`src/sv/mesp_pkg.sv`:
```
package mesp_pkg;

	typedef enum logic [2:0] {
		KIND_NOTE_OFF  = 3'd0,
		KIND_NOTE_ON   = 3'd1,
		KIND_PROGRAM   = 3'd2,
		KIND_SET_MODE  = 3'd3,
		KIND_DELAY     = 3'd4,
		KIND_MUSIC_OFF = 3'd5
	} kind_t;

	localparam logic [7:0] STATUS_NOTE_OFF  = 8'h80;
	localparam logic [7:0] STATUS_NOTE_ON   = 8'h90;
	localparam logic [7:0] STATUS_AFTERTCH  = 8'hA0;
	localparam logic [7:0] STATUS_CONTROL   = 8'hB0;
	localparam logic [7:0] STATUS_PROGRAM   = 8'hC0;
	localparam logic [7:0] STATUS_PRESSURE  = 8'hD0;
	localparam logic [7:0] STATUS_BEND      = 8'hE0;
	localparam logic [7:0] STATUS_SYSEX     = 8'hF0;
	localparam logic [7:0] STATUS_SYSEX_END = 8'hF7;
	localparam logic [7:0] CTRL_RHYTHM_MODE = 8'h67;
	localparam logic [7:0] DATA_MASK        = 8'h7F;

	localparam int TDATA_W = 56;

endpackage

```
`src/sv/midi_event_stream_parser.sv`:
```
// A song item that yields a command goes from the input register, where it is accepted, to
// the output register, which loads the command when the output is not stalled.
// Throughput: one item per cycle while the output is not stalled; the parse state machine
// resolves each byte in a single pass between the input and result registers.
// Reset (arst_n low) returns the parser to the start delta with the delta discarded,
// and empties both the input and the result registers.
module midi_event_stream_parser
	import mesp_pkg::*;
(
	input  logic                 clk,
	input  logic                 arst_n,
	input  logic                 s_tvalid,
	output logic                 s_tready,
	input  logic [7:0]           s_tdata,  // song_byte[7:0]
	input  logic                 s_tuser,  // mode
	output logic                 m_tvalid,
	input  logic                 m_tready,
	output logic [TDATA_W-1:0]   m_tdata,  // channel[3:0], key[11:4], amount[19:12],
	                                       // delay_ticks[51:20], zero fill[55:52]
	output logic [2:0]           m_tuser   // kind
);

	typedef enum logic [3:0] {
		PH_DELTA,
		PH_EVENT,
		PH_AFTER_NOTE,
		PH_NOTE_VEL,
		PH_CTRL_NUM,
		PH_CTRL_VAL,
		PH_PROGRAM,
		PH_SYS_LEN,
		PH_SKIP
	} phase_t;

	logic        valid_s1;
	logic        mode_s1;
	logic [7:0]  byte_s1;

	phase_t      phase_q;
	logic [31:0] acc_q;
	logic [31:0] skip_q;
	logic [3:0]  run_ch_q;
	logic        run_on_q;
	logic [7:0]  held_byte_q;
	logic [3:0]  held_ch_q;
	logic        discard_q;

	logic [3:0]  ch_q;
	logic [7:0]  key_q;
	logic [7:0]  amount_q;
	logic [31:0] ticks_q;
	kind_t       kind_q;

	phase_t      n_phase;
	logic [31:0] n_acc;
	logic [31:0] n_skip;
	logic [3:0]  n_run_ch;
	logic        n_run_on;
	logic [7:0]  n_held_byte;
	logic [3:0]  n_held_ch;
	logic        n_discard;
	logic        emit;
	kind_t       n_kind;
	logic [3:0]  n_ch;
	logic [7:0]  n_key;
	logic [7:0]  n_amount;
	logic [31:0] n_ticks;

	logic        advance;
	logic [31:0] acc_shift;
	logic [31:0] len_plus1;
	logic [31:0] skip_dec;
	logic [3:0]  hi;

	assign advance   = !m_tvalid || m_tready;
	assign s_tready  = !valid_s1 || advance;
	assign acc_shift = {acc_q[24:0], byte_s1[6:0]};
	assign len_plus1 = acc_shift + 32'd1;
	assign skip_dec  = (skip_q != 32'd0) ? skip_q - 32'd1 : skip_q;
	assign hi        = byte_s1[7:4];

	always_comb begin
		n_phase     = phase_q;
		n_acc       = acc_q;
		n_skip      = skip_q;
		n_run_ch    = run_ch_q;
		n_run_on    = run_on_q;
		n_held_byte = held_byte_q;
		n_held_ch   = held_ch_q;
		n_discard   = discard_q;
		emit        = 1'b0;
		n_kind      = KIND_MUSIC_OFF;
		n_ch        = '0;
		n_key       = '0;
		n_amount    = '0;
		n_ticks     = '0;

		if (mode_s1) begin
			n_phase   = PH_DELTA;
			n_acc     = '0;
			n_skip    = '0;
			n_discard = 1'b1;
			emit      = 1'b1;
		end else begin
			unique case (phase_q)
				PH_DELTA: begin
					n_acc = acc_shift;
					if (!byte_s1[7]) begin
						n_acc   = '0;
						n_phase = PH_EVENT;
						if (discard_q) begin
							n_discard = 1'b0;
						end else if (acc_shift != 32'd0) begin
							emit    = 1'b1;
							n_kind  = KIND_DELAY;
							n_ticks = acc_shift;
						end
					end
				end
				PH_EVENT, PH_AFTER_NOTE: begin
					if (!byte_s1[7]) begin
						n_held_byte = byte_s1 & DATA_MASK;
						n_phase     = PH_NOTE_VEL;
					end else if (phase_q == PH_EVENT &&
							(hi == STATUS_NOTE_OFF[7:4] || hi == STATUS_NOTE_ON[7:4])) begin
						n_run_ch = byte_s1[3:0];
						n_run_on = (hi == STATUS_NOTE_ON[7:4]);
						n_phase  = PH_AFTER_NOTE;
					end else if (hi == STATUS_AFTERTCH[7:4] || hi == STATUS_BEND[7:4]) begin
						n_skip  = 32'd2;
						n_phase = PH_SKIP;
					end else if (hi == STATUS_PRESSURE[7:4]) begin
						n_skip  = 32'd1;
						n_phase = PH_SKIP;
					end else if (hi == STATUS_CONTROL[7:4]) begin
						n_held_ch = byte_s1[3:0];
						n_phase   = PH_CTRL_NUM;
					end else if (hi == STATUS_PROGRAM[7:4]) begin
						n_held_ch = byte_s1[3:0];
						n_phase   = PH_PROGRAM;
					end else if (byte_s1 == STATUS_SYSEX || byte_s1 == STATUS_SYSEX_END) begin
						n_acc   = '0;
						n_phase = PH_SYS_LEN;
					end else begin
						// Unknown system status, or a note status right after another one.
						n_phase   = PH_DELTA;
						n_acc     = '0;
						n_discard = 1'b0;
						emit      = 1'b1;
					end
				end
				PH_NOTE_VEL: begin
					n_phase  = PH_DELTA;
					emit     = 1'b1;
					n_kind   = (run_on_q && byte_s1 != 8'd0) ? KIND_NOTE_ON : KIND_NOTE_OFF;
					n_ch     = run_ch_q;
					n_key    = held_byte_q;
					n_amount = byte_s1;
				end
				PH_CTRL_NUM: begin
					n_held_byte = byte_s1;
					n_phase     = PH_CTRL_VAL;
				end
				PH_CTRL_VAL: begin
					n_phase = PH_DELTA;
					if (held_byte_q == CTRL_RHYTHM_MODE) begin
						emit   = 1'b1;
						n_kind = KIND_SET_MODE;
						n_key  = byte_s1;
					end
				end
				PH_PROGRAM: begin
					n_phase = PH_DELTA;
					emit    = 1'b1;
					n_kind  = KIND_PROGRAM;
					n_ch    = held_ch_q;
					n_key   = byte_s1;
				end
				PH_SYS_LEN: begin
					n_acc = acc_shift;
					if (!byte_s1[7]) begin
						// A length of all ones wraps to a skip of zero bytes.
						n_skip  = len_plus1;
						n_acc   = '0;
						n_phase = (len_plus1 == 32'd0) ? PH_DELTA : PH_SKIP;
					end
				end
				PH_SKIP: begin
					n_skip = skip_dec;
					if (skip_dec == 32'd0) begin
						n_phase = PH_DELTA;
					end
				end
				default: begin
					n_phase = PH_DELTA;
				end
			endcase
		end
	end

	always_ff @(posedge clk or negedge arst_n) begin
		if (!arst_n) begin
			valid_s1    <= 1'b0;
			m_tvalid    <= 1'b0;
			phase_q     <= PH_DELTA;
			acc_q       <= '0;
			skip_q      <= '0;
			run_ch_q    <= '0;
			run_on_q    <= 1'b0;
			held_byte_q <= '0;
			held_ch_q   <= '0;
			discard_q   <= 1'b1;
			kind_q      <= KIND_NOTE_OFF;
			ch_q        <= '0;
			key_q       <= '0;
			amount_q    <= '0;
			ticks_q     <= '0;
		end else begin
			if (s_tready) begin
				valid_s1 <= s_tvalid;
			end
			if (advance) begin
				m_tvalid <= valid_s1 && emit;
				if (valid_s1) begin
					phase_q     <= n_phase;
					acc_q       <= n_acc;
					skip_q      <= n_skip;
					run_ch_q    <= n_run_ch;
					run_on_q    <= n_run_on;
					held_byte_q <= n_held_byte;
					held_ch_q   <= n_held_ch;
					discard_q   <= n_discard;
				end
				if (valid_s1 && emit) begin
					kind_q   <= n_kind;
					ch_q     <= n_ch;
					key_q    <= n_key;
					amount_q <= n_amount;
					ticks_q  <= n_ticks;
				end
			end
		end
	end

	always_ff @(posedge clk) begin
		if (s_tready && s_tvalid) begin
			mode_s1 <= s_tuser;
			byte_s1 <= s_tdata;
		end
	end

	assign m_tuser = kind_q;
	assign m_tdata = {4'd0, ticks_q, amount_q, key_q, ch_q};

endmodule

```
`config.mk`:
```
export PLATFORM = sky130hd
export DESIGN_NAME = midi_event_stream_parser
export DESIGN_NICKNAME = d
export VERILOG_FILES = /design/src/sv/mesp_pkg.sv /design/src/sv/midi_event_stream_parser.sv
export SDC_FILE = /design/constraint.sdc
export NUM_CORES = 1
export LEC_CHECK = 0
export BUFFER_PORTS_ARGS = -buffer_cell sky130_fd_sc_hd__buf_2
export CAP_MARGIN = 0
export CORE_MARGIN = 2
export CORE_UTILIZATION = 45
export CTS_BUF_LIST = sky130_fd_sc_hd__clkbuf_8
export CTS_CLUSTER_SIZE = 12
export DETAILED_ROUTE_END_ITERATION = 10
export PLACE_DENSITY = 0.71
export SLEW_MARGIN = 20
export SYNTH_ARGS = -nofsm -noshare
export SYNTH_HDL_FRONTEND = slang
export SYNTH_SLANG_ARGS = --single-unit
```
`constraint.sdc`:
```
create_clock -name clk -period 2.8 [get_ports clk]
set_clock_uncertainty 0.05 [all_clocks]
set_input_delay 0.42 -clock clk [delete_from_list [all_inputs] [get_ports clk]]
set_output_delay 0.42 -clock clk [all_outputs]
set_load 0.05 [all_outputs]
```
## Word-level counts from Yosys, hierarchy flattened

Cells that the tools add are included.

- Flip-flop bits (word level): 145
- Input port bits: 13
- Output and inout bits: 61
- Logic and storage cells: 162

- Add/subtract/negate cells: 2
- Equality and inequality tests: 30
- Mux-type cells: 76
- Bitwise gates (word level): 4
- Reductions and logical operators: 33

Operators with widths:

| kind | count |
|---|---|
| $mux 32 | 12 |
| $mux 25 | 8 |
| $pmux 32 s3 | 1 |
| $logic_not 32->1 | 2 |
| $reduce_bool 32->1 | 2 |
| $pmux 25 s2 | 1 |
| $mux 4 | 12 |
| $mux 8 | 5 |
| $add 32x1->32 const B | 1 |
| $eq 4x4->1 const B | 8 |
| $sub 32x1->32 const B | 1 |
| $ne 3x3->1 const B | 10 |
| $mux 1 | 25 |
| $pmux 8 s3 | 1 |
| $pmux 4 s5 | 1 |
| $reduce_and 9->1 | 2 |
| $eq 4x3->1 const B | 4 |
| $eq 8x8->1 const B | 2 |
| $pmux 8 s2 | 1 |
| $mux 3 | 5 |
| $pmux 3 s4 | 1 |
| $reduce_and 11->1 | 1 |
| $reduce_and 5->1 | 2 |
| $eq 4x2->1 const B | 2 |
| other kinds (20) | 35 |

## Logic depth before layout (Yosys ltp)

Gate-level depths: netlist of the first run.

- Depth after elaboration: 13
- Depth in mapped cells: 12

## Worst setup path after synthesis of the first run

OpenSTA, ideal clock, no wires.

- Path type: register to register
- From: register skip_q[0]
- To: register phase_q[3]
- Library setup time: 0.121 ns
- Data arrival time: 2.792 ns
- Path slack: -0.163 ns
- Stages on the path, launching flop included: 12
- Path through: dfrtp_1 -> clkbuf_1 -> inv_1 -> ha_1 -> nor3b_1 -> nand2_1 -> o31ai_1 -> o31ai_1 -> nand3b_1 -> a2111oi_0 -> a31oi_1 -> a22o_1

- Word-level cells in the longest chain between the ends: 5

Ends and longest elaborated chain:

| element | RTL line | source |
|---|---|---|
| from (decl) | midi_event_stream_parser.sv:41 | `logic [31:0] skip_q;` |
| from (signal assigned) | midi_event_stream_parser.sv:227 | `skip_q <= n_skip;` |
| $sub 32x1->32 / $reduce_bool 32->1 (equally long branches) | midi_event_stream_parser.sv:79 | `assign skip_dec = (skip_q != 32'd0) ? skip_q - 32'd1 : skip_q;` |
| $mux 32 (*) | midi_event_stream_parser.sv:79 |  |
| $logic_not 32->1 (*) | midi_event_stream_parser.sv:190 | `if (skip_dec == 32'd0) begin` |
| $ne 3x3->1 (no line) (*) | - |  |
| $reduce_and 5->1 (no line) (*) | - |  |
| to (signal assigned) | midi_event_stream_parser.sv:225 | `phase_q <= n_phase;` |
| to (decl) | midi_event_stream_parser.sv:39 | `phase_t phase_q;` |

Every way passes the cells marked *; elsewhere a longest branch is shown, timed or not.
A chain may end at the register's enable or synchronous reset.

## Worst setup path after layout of the first run

- From: register skip_q[28]
- To: register phase_q[3]

Same word-level chain as after synthesis.

==> metrics.md, run 1 <==
| Metric | Value |
|---|---|
| Status | completed |
| Reg2reg setup slack | 0.02 ns |
| Root Driver | clkbuf_8 |
| Crit. End Element | flop |
| Grt peak-use layer | met1 |
| CTS Buffer Depth | 2 |
| Max-slew violations | 0 |
| Psw | 0.003283 W |
| Core Area | 0.01815 sq mm |
| Initial Util | 0.4633 |
| Max-cap violations | 0 |
| CTS Buf Count | 17 |
| Most frequent cells in the layout | 133 x dfrtp_1, 128 x buf_4, 103 x nand2_1 |
| Required @ worst endpoint | 3.09 ns |
| Final TNS setup | 0 ns |
| Slew @ Worst Pin | 0.8791 ns |
| Io pins | 74 |
| Number of routed nets with antenna violations | 0 |
| FF-to-FF Start | skip_q[28] |
| Fmax | 0.3602 GHz |
| Distinct cells, synth | 68 |
| Commonest non-fill, non-tap cell in the layout | dfrtp_1 |
| Num rows | 49 |
| Diodes inserted | 0 |
| Met3 Use GR | 0.04789 |
| Ys flop type | dfrtp_1 |
| Routing usage on met1 | 0.3967 |
| Initial antenna violation count | 1 |
| Unrepaired setup endpoints after global routing | yes |
| PortBufs | 69 |
| Top cells by area, synth | dfrtp_1 40%, a22o_1 5.1%, nand2_1 4.6%, xnor2_1 4.3%, o21ai_0 4.0% |
| Chip width | 140.7 um |
| Post-synthesis register bit count | 145 |
| Final wirelength | 26.12 mm |
| Synth warn | 0 |
| Post-synthesis async set-or-reset flop share | 0.9379 |
| Cell-internal power | 0.004815 W |
| Yosys top cell area share | 0.4018 |
| Pwr dens | 779.0 mW/mm^2 |
| Hold Crit Class | in2reg |
| Placement Cell Area | 0.009788 sq mm |
| Vias/cell | 6.214 |
| First DRT Iteration DRCs | 1044 |
| R2R Path End | phase_q[3] |
| Gate power share | 0.441 |
| Worst VDD drop | 0.5614 mV |
| Post-synthesis instance area | 0.008407 sq mm |
| Crit path to | phase_q[3] |
| Die Height | 140.7 um |
| GPL Wtd Cong | 1.002 |
| First-pass GRT wire length | 41.67 mm |
| Synthesized instance count | 955 |
| TritonCTS clock tree | done |
| First-pass detailed-route iteration total | 6 |
| WS Path Type | reg2reg |
| Leakage power total | 4.669 nW |
| Residual DRC | 0 |
| P&R area growth vs syn | 23.65% |
| Worst reg2reg path depth | 9 |
| Yosys top cell by area | dfrtp_1 |
| Post-synth EDFFs | 9 |
| Tmin final | 2.776 ns |
| Rel. slew slack | 0.3988 |
| Final Cell Area | 0.01040 sq mm |
| Share of cells above drive strength 1 | 0.2509 |
| CTS H-Tree Depth | 4 |
| Largest net degree at the start of global routing | 73 |
| Number of global-route vias before repair | 7741 |
| Clock Latency Late Sink | 0.46 ns |
| Final core utilization | 0.5728 |
| Post-Syn Area per Cell | 8.803 sq um |
| GR Layer Usage met2 | 0.3877 |
| Clock Pin Slew Worst Setup and Hold Paths | 0.08 ns |
| Reg power frac | 0.329 |
| CP Launch Type | flop |
| Remaining global-route overflow | 0 |
| Final setup fails | 0 |
| Tcrit/Tclk final | 0.9916 |
| Die area | 0.01979 sq mm |
| Layout Nets | 1114 |
| Clk network pwr share | 0.230 |
| Crit path DAT | 3.07 ns |
| Detailed-route via count | 8308 |
| GR Util All Layers | 0.2660 |
| Sequential fraction of the synthesis area | 0.4371 |
| Sw frac | 0.4054 |
| WL/cell | 19.54 um |
| HPWL Detailed | 18.56 mm |
| Hold Vio Cnt, Final | 0 |
| Fillers | 1599 |
| Critical path peak fanout | 4 |
| Crit path from | skip_q[28] |
| TritonCTS Sinks | 145 |
[critical path, stage by stage, from the launching register on]
cell     delay (ns)
dfrtp_1        0.42
nor4_2         0.27
buf_4          0.18
nand3_2        0.08
or4_4          0.54
or4_1          0.41
a31oi_1        0.15
nor4b_4        0.21
a31oi_1        0.13
a22o_1         0.23
[worst min-delay path by stage]
stage,startpoint,end,slack [ns],cells past startpoint
2_1_floorplan,arst_n,acc_q[0],0.07,0
3_3_place_gp,discard_q,discard_q,0.40,2
3_5_place_dp,discard_q,discard_q,0.40,2
4_1_cts,s_tdata[6],byte_s1[6],0.06,1
5_1_grt,s_tdata[1],byte_s1[1],0.07,1
6_report,s_tdata[6],byte_s1[6],0.08,1
[through the flow]
| stage | power, W | hold slack (ns) | worst slack, ns | instances |
|---|---|---|---|---|
| final | 0.008098 | 0.08297 | 0.02359 | 1337 |
| after CTS | 0.007934 | 0.06356 | 0.005652 | 1331 |
| after global routing | 0.008509 | 0.06992 | -0.07254 | 1337 |
| after detailed placement | 0.006049 | 0.4031 | -0.02714 | 1299 |
| after floorplan | 0.004677 | 0.07441 | 0.04506 | 958 |
| after global placement | 0.006035 | 0.4016 | -0.05326 | 1299 |
[cell usage after synthesis, drive strengths merged, types with 7 or more instances]
| cell | n |
|---|---|
| dfrtp | 135 |
| nand2 | 103 |
| o21ai | 97 |
| clkbuf | 65 |
| nand3 | 56 |
| nor2 | 51 |
| a22o | 49 |
| xnor2 | 41 |
| inv | 36 |
| a21oi | 31 |
| nor3 | 29 |
| nor4 | 27 |
| buf | 20 |
| nand4 | 19 |
| o31ai | 17 |
| o22ai | 14 |
| a31oi | 13 |
| a22oi | 12 |
| and3 | 11 |
| mux2 | 10 |
| nor2b | 10 |
| edfxtp | 9 |
| nand2b | 7 |
[state kept, by name, indices dropped and copies added (netlist names), 3 cells and up]
signal	count
held_byte_q	8
run_ch_q	4
phase_q	4
m_tuser	3
ch_q	4
skip_q	32
ticks_q	32
amount_q	8
key_q	8
byte_s1	8
held_ch_q	4
acc_q	25
[power groups by stage]
stage / combinational, W / clock, W / sequential, W
after floorplan: 0.00196 / 0 / 0.00271
after global placement: 0.00335 / 0 / 0.00268
after detailed placement: 0.00336 / 0 / 0.00269
after CTS: 0.00340 / 0.00188 / 0.00265
after global routing: 0.00384 / 0.00197 / 0.00270
final: 0.00357 / 0.00187 / 0.00266
[final cells by class]
class                      count  area [sq um]  area share
tap                          229         286.5     0.02756
inverter                      36         135.1     0.01300
clock inverter                12         180.2     0.01733
sequential                   145          3677      0.3538
clock buffer                  19         261.5     0.02516
multi-input combinational    692          4412      0.4244
timing repair buffer         204          1443      0.1388
[cells by family after synthesis]
group                    Yosys count  synth area share
adder cells (fa/ha/maj)            5          0.007442
buffers and inverters            121           0.05819
multiplexers                      16           0.02054
AND/OR/NAND/NOR                  351            0.2161
AO/OA/AOI/OAI                    269            0.2112
other                              1         0.0004461
flip-flops                       145            0.4371
XOR/XNOR                          47           0.04897
[metal layers]
| layer | wire, um | vias to the layer above |
|---|---|---|
| met4 | 585 | 0 |
| li1 | - | 3766 |
| met5 | 0 | - |
| met1 | 11770 | 4067 |
| met2 | 11500 | 427 |
| met3 | 2265 | 48 |
[repair_timing]
action / in CTS / in global routing
hold buffers: 1 / 0
pin swaps: 0 / 9
setup buffers: 0 / 6
endpoints found under the hold margin: 70 / 0
endpoints found under the setup margin: 40 / 56
gates resized for setup: 2 / 19
(Power assumes the default switching activity.)
==> run 2: changes to the inputs <==
CORE_MARGIN = 5   (was 2)
RECOVER_POWER = 50   (was default)
clock period = 2.3 ns   (was 2.8 ns; I/O delays follow)
==> run 2 against run 1 <==
The run now ends with negative setup slack left. Via count grew 15%. Wire length grew 27%. Design area rose by 22%. Total power increased by 53%. Critical endpoint unchanged. Largest power group unchanged.
==> metrics.md, run 2 (same netlist as run 1, synthesis figures left out) <==
| Metric | Value |
|---|---|
| Status | finished with violations |
| Failing checks | negative setup slack |
| Die Height | 146.7 um (+4.3%) |
| Final wirelength | 33.26 mm (+27%) |
| Crit. End Element | flop |
| Num rows | 50 (+2.0%) |
| Unrepaired setup endpoints after global routing | yes |
| Hold Path Stages | 1 (unchanged) |
| Grt peak-use layer | met2 |
| Initial antenna violation count | 0 (-1) |
| First-pass GRT wire length | 50.50 mm (+21%) |
| Hold Path End | byte_s1[7] |
| Root Driver | clkbuf_8 |
| Worst reg2reg path depth | 9 (unchanged) |
| Crit path DAT | 3.12 ns (+0.05 ns) |
| Psw | 0.005060 W (+54%) |
| Final setup fails | 92 (+92) |
| Residual DRC | 0 (unchanged) |
| Required @ worst endpoint | 2.60 ns (-0.49 ns) |
| Share of cells above drive strength 1 | 0.4285 (+0.1776) |
| Vias/cell | 6.234 (+0.33%) |
| WL/cell | 21.78 um (+11%) |
| GR Util All Layers | 0.2941 (+0.02818) |
| Commonest non-fill, non-tap cell in the layout | buf_4 |
| Max-cap violations | 0 (unchanged) |
| Layout Nets | 1299 (+17%) |
| Reg power frac | 0.258 (-0.071) |
| R2R Path End | phase_q[3] |
| Regs by FF count | skip_q (32), ticks_q (32), acc_q (25) |
| GPL Wtd Cong | 0.9508 (-5.1%) |
| CTS Buffer Depth | 2 (unchanged) |
| Reg2reg setup slack | -0.51 ns (-0.54 ns) |
| Worst setup margin | -0.5135 ns (-0.5371 ns) |
| Io pins | 74 (unchanged) |
| Final core utilization | 0.6828 (+0.1100) |
| Met3 Use GR | 0.05493 (+0.007041) |
| FF-to-FF Start | skip_q[0] |
| Sw frac | 0.4096 (+0.004230) |
| HPWL Detailed | 20.71 mm (+12%) |
| Clock Latency Late Sink | 0.47 ns (about the same) |
| CTS H-Tree Depth | 4 (unchanged) |
| Pwr dens | 973.9 mW/mm^2 (+25%) |
| Clock Pin Slew Worst Setup and Hold Paths | 0.10 ns (+0.02 ns) |
| Die area | 0.02152 sq mm (+8.7%) |
| Hold Crit Class | in2reg |
| Max-slew violations | 0 (unchanged) |
| Core Area | 0.01858 sq mm (+2.4%) |
| Gate power share | 0.553 (+0.112) |
| Critical path peak fanout | 3 (-1) |
| PortBufs | 69 (unchanged) |
| Post-Place Setup Slack | -0.5488 ns (-0.5217 ns) |
| Hold path startpoint | s_tdata[7] |
| GR Layer Usage met2 | 0.4524 (+0.06473) |
| Most frequent cells in the layout | 267 x buf_4, 133 x dfrtp_1, 73 x nand2_1 |
| Hold Vio Cnt, Final | 0 (unchanged) |
| Number of global-route vias before repair | 8978 (+16%) |
| Rel. slew slack | 0.2019 (-0.1969) |
| Cell-internal power | 0.007294 W (+51%) |
| CTS Buf Count | 17 (unchanged) |
| CP Launch Type | flop |
| Number of routed nets with antenna violations | 0 (unchanged) |
| Placed instance count | 1434 (+10%) |
| Slew @ Worst Pin | 1.197 ns (+0.3181 ns) |
| Tcrit/Tclk final | 1.223 (+0.2317) |
| WS Path Type | reg2reg |
| First-pass detailed-route iteration total | 6 (unchanged) |
| Largest net degree at the start of global routing | 51 (-30%) |
| Tmin final | 2.814 ns (+0.03713 ns) |
| TritonCTS Sinks | 145 (unchanged) |
| Diodes inserted | 0 (unchanged) |
| Detailed-route via count | 9520 (+15%) |
| Initial Util | 0.4525 (-0.01079) |
| Worst VDD drop | 0.6148 mV (+9.5%) |
| TritonCTS clock tree | done |
| Leakage power total | 5.886 nW (+26%) |
| P&R area growth vs syn | 50.90% |
| Fmax | 0.3554 GHz (-1.3%) |
| Clk network pwr share | 0.189 (-0.041) |
| Remaining global-route overflow | 0 (unchanged) |
| Chip width | 146.7 um (+4.3%) |
| Routing usage on met1 | 0.4206 (+0.02388) |
| First DRT Iteration DRCs | 1228 (+18%) |
| Fin cells | 1527 (+14%) |
| Fillers | 1310 (-18%) |
run 2: cell count changes in the layout (fill, tap and decap cells not counted), moves of 12 or more:
cell | previous run | this run
buf_4 | 128 | 267
buf_6 | 1 | 22
nand2_1 | 103 | 73
nand2_2 | 0 | 17
nand2_4 | 0 | 13
o21ai_0 | 68 | 56
o21ai_2 | 0 | 17
run 2: how the worst max path moves through the flow:
stage / from / endpoint / cells after the start
CTS: skip_q[15] / phase_q[3] / 8
finish: skip_q[0] / phase_q[3] / 9
global placement: skip_q[14] / phase_q[3] / 8
global route: skip_q[0] / phase_q[3] / 9
detailed placement: skip_q[1] / phase_q[3] / 9
floorplan: skip_q[16] / phase_q[3] / 9
run 2: worst max-delay path, stage by stage (launching register included):
cell and delay (ns):
dfrtp_1 0.40, buf_6 0.12, or4_4 0.51, o41ai_2 0.25
nand3_1 0.12, a222oi_1 0.39, a21oi_1 0.18, nor4b_2 0.29
a31oi_1 0.12, a22o_1 0.25
run 2: power by group through the flow:
stage	logic [W]	clock network, W	registers, W
finish	0.00683	0.00233	0.00319
global route	0.00716	0.00244	0.00322
CTS	0.00613	0.00231	0.00315
detailed placement	0.00478	0	0.00319
global placement	0.00477	0	0.00318
floorplan	0.00251	0	0.00331
run 2: layout make-up:
type	instances	area, sq um	area share
clock buffer	17	234.0	0.01844
clock inverter	14	201.4	0.01588
inverter	36	135.1	0.01065
multi-input combinational	692	5030	0.3965
sequential	145	3677	0.2899
tap	234	292.8	0.02308
timing repair buffer	389	3115	0.2456
run 2: routing by layer:
metal | vias to the layer above | share of wire
met5 | - | 0
met4 | 0 | 0.044
met3 | 145 | 0.10
met2 | 647 | 0.45
met1 | 4584 | 0.40
li1 | 4144 | -
run 2: stage by stage:
step / area, sq um / total power [W] / hold slack (ns) / setup TNS [ns]
after floorplan: 8598 / 0.005815 / -0.0005911 / -0.8158
after global placement: 10800 / 0.007942 / 0.2570 / -17.19
after detailed placement: 10800 / 0.007971 / 0.2642 / -21.72
after CTS: 12330 / 0.01158 / 0.0009359 / -15.34
after global routing: 12690 / 0.01283 / 0.01447 / -32.06
final: 12690 / 0.01235 / 0.02069 / -24.21
run 2: timing repair:
action,in CTS,in global routing
pin swaps,82,63
gates cloned,10,1
gates resized for setup,114,97
endpoints found under the setup margin,86,115
buffers inserted,38,18
hold buffers,8,1
hold endpoints to repair,49,1
==> run 3: changes to the inputs <==
CTS_BUF_LIST = sky130_fd_sc_hd__clkbuf_16   (was sky130_fd_sc_hd__clkbuf_8)
RECOVER_POWER = default   (was 50)
==> run 3 against run 2 <==
The run still ends with negative setup slack left. Combinational power increased by 12%. Global-route usage rose by 0.12 points. Final cell count increased by 0.13%. First-iteration DRC count rose by 17%. Register-to-register slack worse by 0.11 ns. Design area is 3.9% higher. Total power grew 13%. Wire length rose by 8.1%. Critical path type unchanged. Largest cell class unchanged.
==> metrics.md, run 3 (same netlist as run 1, synthesis figures left out) <==
| Metric | Value |
|---|---|
| Status | finished with violations |
| Failing checks | negative setup slack |
| Pwr dens | 1057 mW/mm^2 (+8.5%) |
| WL/cell | 23.51 um (+7.9%) |
| Tcrit/Tclk final | 1.269 (+0.04592) |
| Worst reg2reg path depth | 11 (+2) |
| TritonCTS clock tree | done |
| Gate power share | 0.550 (-0.003) |
| PortBufs | 69 (unchanged) |
| Clock Latency Late Sink | 0.43 ns (-0.04 ns) |
| Worst path max stage delay | 0.49 ns (-0.02 ns) |
| First-pass detailed-route iteration total | 6 (unchanged) |
| CTS H-Tree Depth | 4 (unchanged) |
| Final hold slack | 0.03983 ns (+0.01913 ns) |
| Psw | 0.005618 W (+11%) |
| Vias/cell | 6.464 (+3.7%) |
| Worst VDD drop | 0.7350 mV (+20%) |
| Max-slew violations | 0 (unchanged) |
| Crit path DAT | 3.18 ns (+0.06 ns) |
| Core Area | 0.01858 sq mm (unchanged) |
| Hold Vio Cnt, Final | 0 (unchanged) |
| Hold path startpoint | s_tdata[1] |
| Initial Util | 0.4525 (unchanged) |
| GPL Wtd Cong | 0.9508 (unchanged) |
| Slew @ Worst Pin | 0.7135 ns (-0.4837 ns) |
| Hold Path Stages | 1 (unchanged) |
| Tmin final | 2.919 ns (+0.1056 ns) |
| Remaining global-route overflow | 0 (unchanged) |
| Worst setup margin | -0.6191 ns (-0.1056 ns) |
| CP Launch Type | flop |
| Cell Chain, Critical Path | nor4_2 -> buf_4 -> buf_6 -> buf_4 -> nand2_1 -> o31ai_1 -> and4_1 -> o2111ai_1 -> a2111oi_0 -> a31oi_1 -> a22o_1 |
| Final setup fails | 107 (+16%) |
| Clk network pwr share | 0.219 (+0.030) |
| Die area | 0.02152 sq mm (unchanged) |
| FF-to-FF Start | skip_q[6] |
| Number of global-route vias before repair | 9169 (+2.1%) |
| Share of cells above drive strength 1 | 0.4517 (+0.02328) |
| Crit. End Element | flop |
| Number of routed nets with antenna violations | 0 (unchanged) |
| P&R area growth vs syn | 56.76% |
| Top cell by count, worst path | buf_4 |
| Chip width | 146.7 um (unchanged) |
| Io pins | 74 (unchanged) |
| Placed instance count | 1434 (unchanged) |
| Fin cells | 1529 (+0.13%) |
| Regs by FF count | skip_q (32), ticks_q (32), acc_q (25) |
| Diodes inserted | 0 (unchanged) |
| Cell-internal power | 0.008312 W (+14%) |
| Residual DRC | 0 (unchanged) |
| Commonest non-fill, non-tap cell in the layout | buf_4 |
| Rel. slew slack | 0.5232 (+0.3213) |
| Slowest stage cell, crit path | a2111oi_0 |
| First DRT Iteration DRCs | 1432 (+17%) |
| Leakage power total | 6.087 nW (+3.4%) |
| Largest net degree at the start of global routing | 51 (unchanged) |
| TritonCTS Sinks | 145 (unchanged) |
| Clock Pin Slew Worst Setup and Hold Paths | 0.07 ns (-0.03 ns) |
| Max-cap violations | 0 (unchanged) |
| Die Height | 146.7 um (unchanged) |
| CTS Buffer Depth | 2 (unchanged) |
| Critical path peak fanout | 4 (+1) |
| Hold Crit Class | in2reg |
| Required @ worst endpoint | 2.56 ns (-0.04 ns) |
| R2R Path End | phase_q[3] |
| Reg power frac | 0.231 (-0.027) |
| Fmax | 0.3426 GHz (-3.6%) |
| Most frequent cells in the layout | 260 x buf_4, 133 x dfrtp_1, 69 x nand2_1 |
| CTS Buf Count | 17 (unchanged) |
| GR Util All Layers | 0.2954 (+0.001249) |
| Layout Nets | 1301 (+0.15%) |
| HPWL Detailed | 20.71 mm (unchanged) |
| Reg2reg setup slack | -0.62 ns (-0.11 ns) |
| First-pass GRT wire length | 50.83 mm (+0.64%) |
| Num rows | 50 (unchanged) |
| WS Path Type | reg2reg |
| Unrepaired setup endpoints after global routing | yes |
| Root Driver | clkbuf_16 |
| Initial antenna violation count | 0 (unchanged) |
| Final wirelength | 35.95 mm (+8.1%) |
| Sw frac | 0.4033 (-0.006304) |
| Detailed-route via count | 9883 (+3.8%) |
| Hold Path End | byte_s1[1] |
## run 3: cell count changes in the layout (fill, tap and decap cells not counted), sizes merged
cell         delta
clkbuf          -3
buf            +13
dlygate4sd3     -8
## run 3: critical path, delay by kind of cell, from the launching register on
family	cells	cell delay, ns
AOI/OAI and AO/OA	5	1.37
and+or+nand+nor	3	0.59
buffers and inverters	3	0.42
DFF	1	0.40
## run 3: how the worst max path moves through the flow
stage                     startpoint    endpoint
after global placement    skip_q[14]  phase_q[3]
final                      skip_q[6]  phase_q[3]
after detailed placement   skip_q[1]  phase_q[3]
after floorplan           skip_q[16]  phase_q[3]
after CTS                 skip_q[28]  phase_q[3]
after global routing       skip_q[6]  phase_q[3]
## run 3: cell type report
class / instances / area [sq um]
clock buffer: 17 / 425.4
tap: 234 / 292.8
fill: 1203 / 5401
clock inverter: 14 / 201.4
sequential: 145 / 3677
multi-input combinational: 692 / 5220
timing repair buffer: 391 / 3227
inverter: 36 / 135.1
## run 3: metrics by stage
step	power [W]	setup slack (ns)	util	area [sq um]	setup TNS (ns)
4_1_cts	0.01232	-0.4395	0.6694	12440	-14.07
3_5_place_dp	0.007971	-0.5488	0.5815	10800	-21.72
6_report	0.01393	-0.6191	0.7093	13180	-28.65
2_1_floorplan	0.005815	-0.4367	-	8598	-0.8158
5_1_grt	0.01435	-0.7254	0.7093	13180	-37.11
3_3_place_gp	0.007942	-0.4524	0.5815	10800	-17.19
## run 3: per-layer routing
metal / vias up / global-route usage / share of wire
li1: 4152 / - / -
met1: 4758 / 0.4139 / 0.38
met2: 814 / 0.4598 / 0.47
met3: 159 / 0.05618 / 0.11
met4: 0 / 0.1030 / 0.043
met5: - / 0 / 0
## run 3: repair_timing
action	CTS	global route
pin swaps	88	82
setup buffers	33	25
endpoints found under the setup margin	83	113
resized for setup	126	141
endpoints found under the hold margin	42	0
gates cloned	9	4
hold buffers	1	0
## run 3: power by group through the flow
stage / sequential, W / combinational (W) / clock [W]
2_1_floorplan: 0.00331 / 0.00251 / 0
3_3_place_gp: 0.00318 / 0.00477 / 0
3_5_place_dp: 0.00319 / 0.00478 / 0
4_1_cts: 0.00316 / 0.00613 / 0.00303
5_1_grt: 0.00325 / 0.00795 / 0.00316
6_report: 0.00322 / 0.00766 / 0.00305
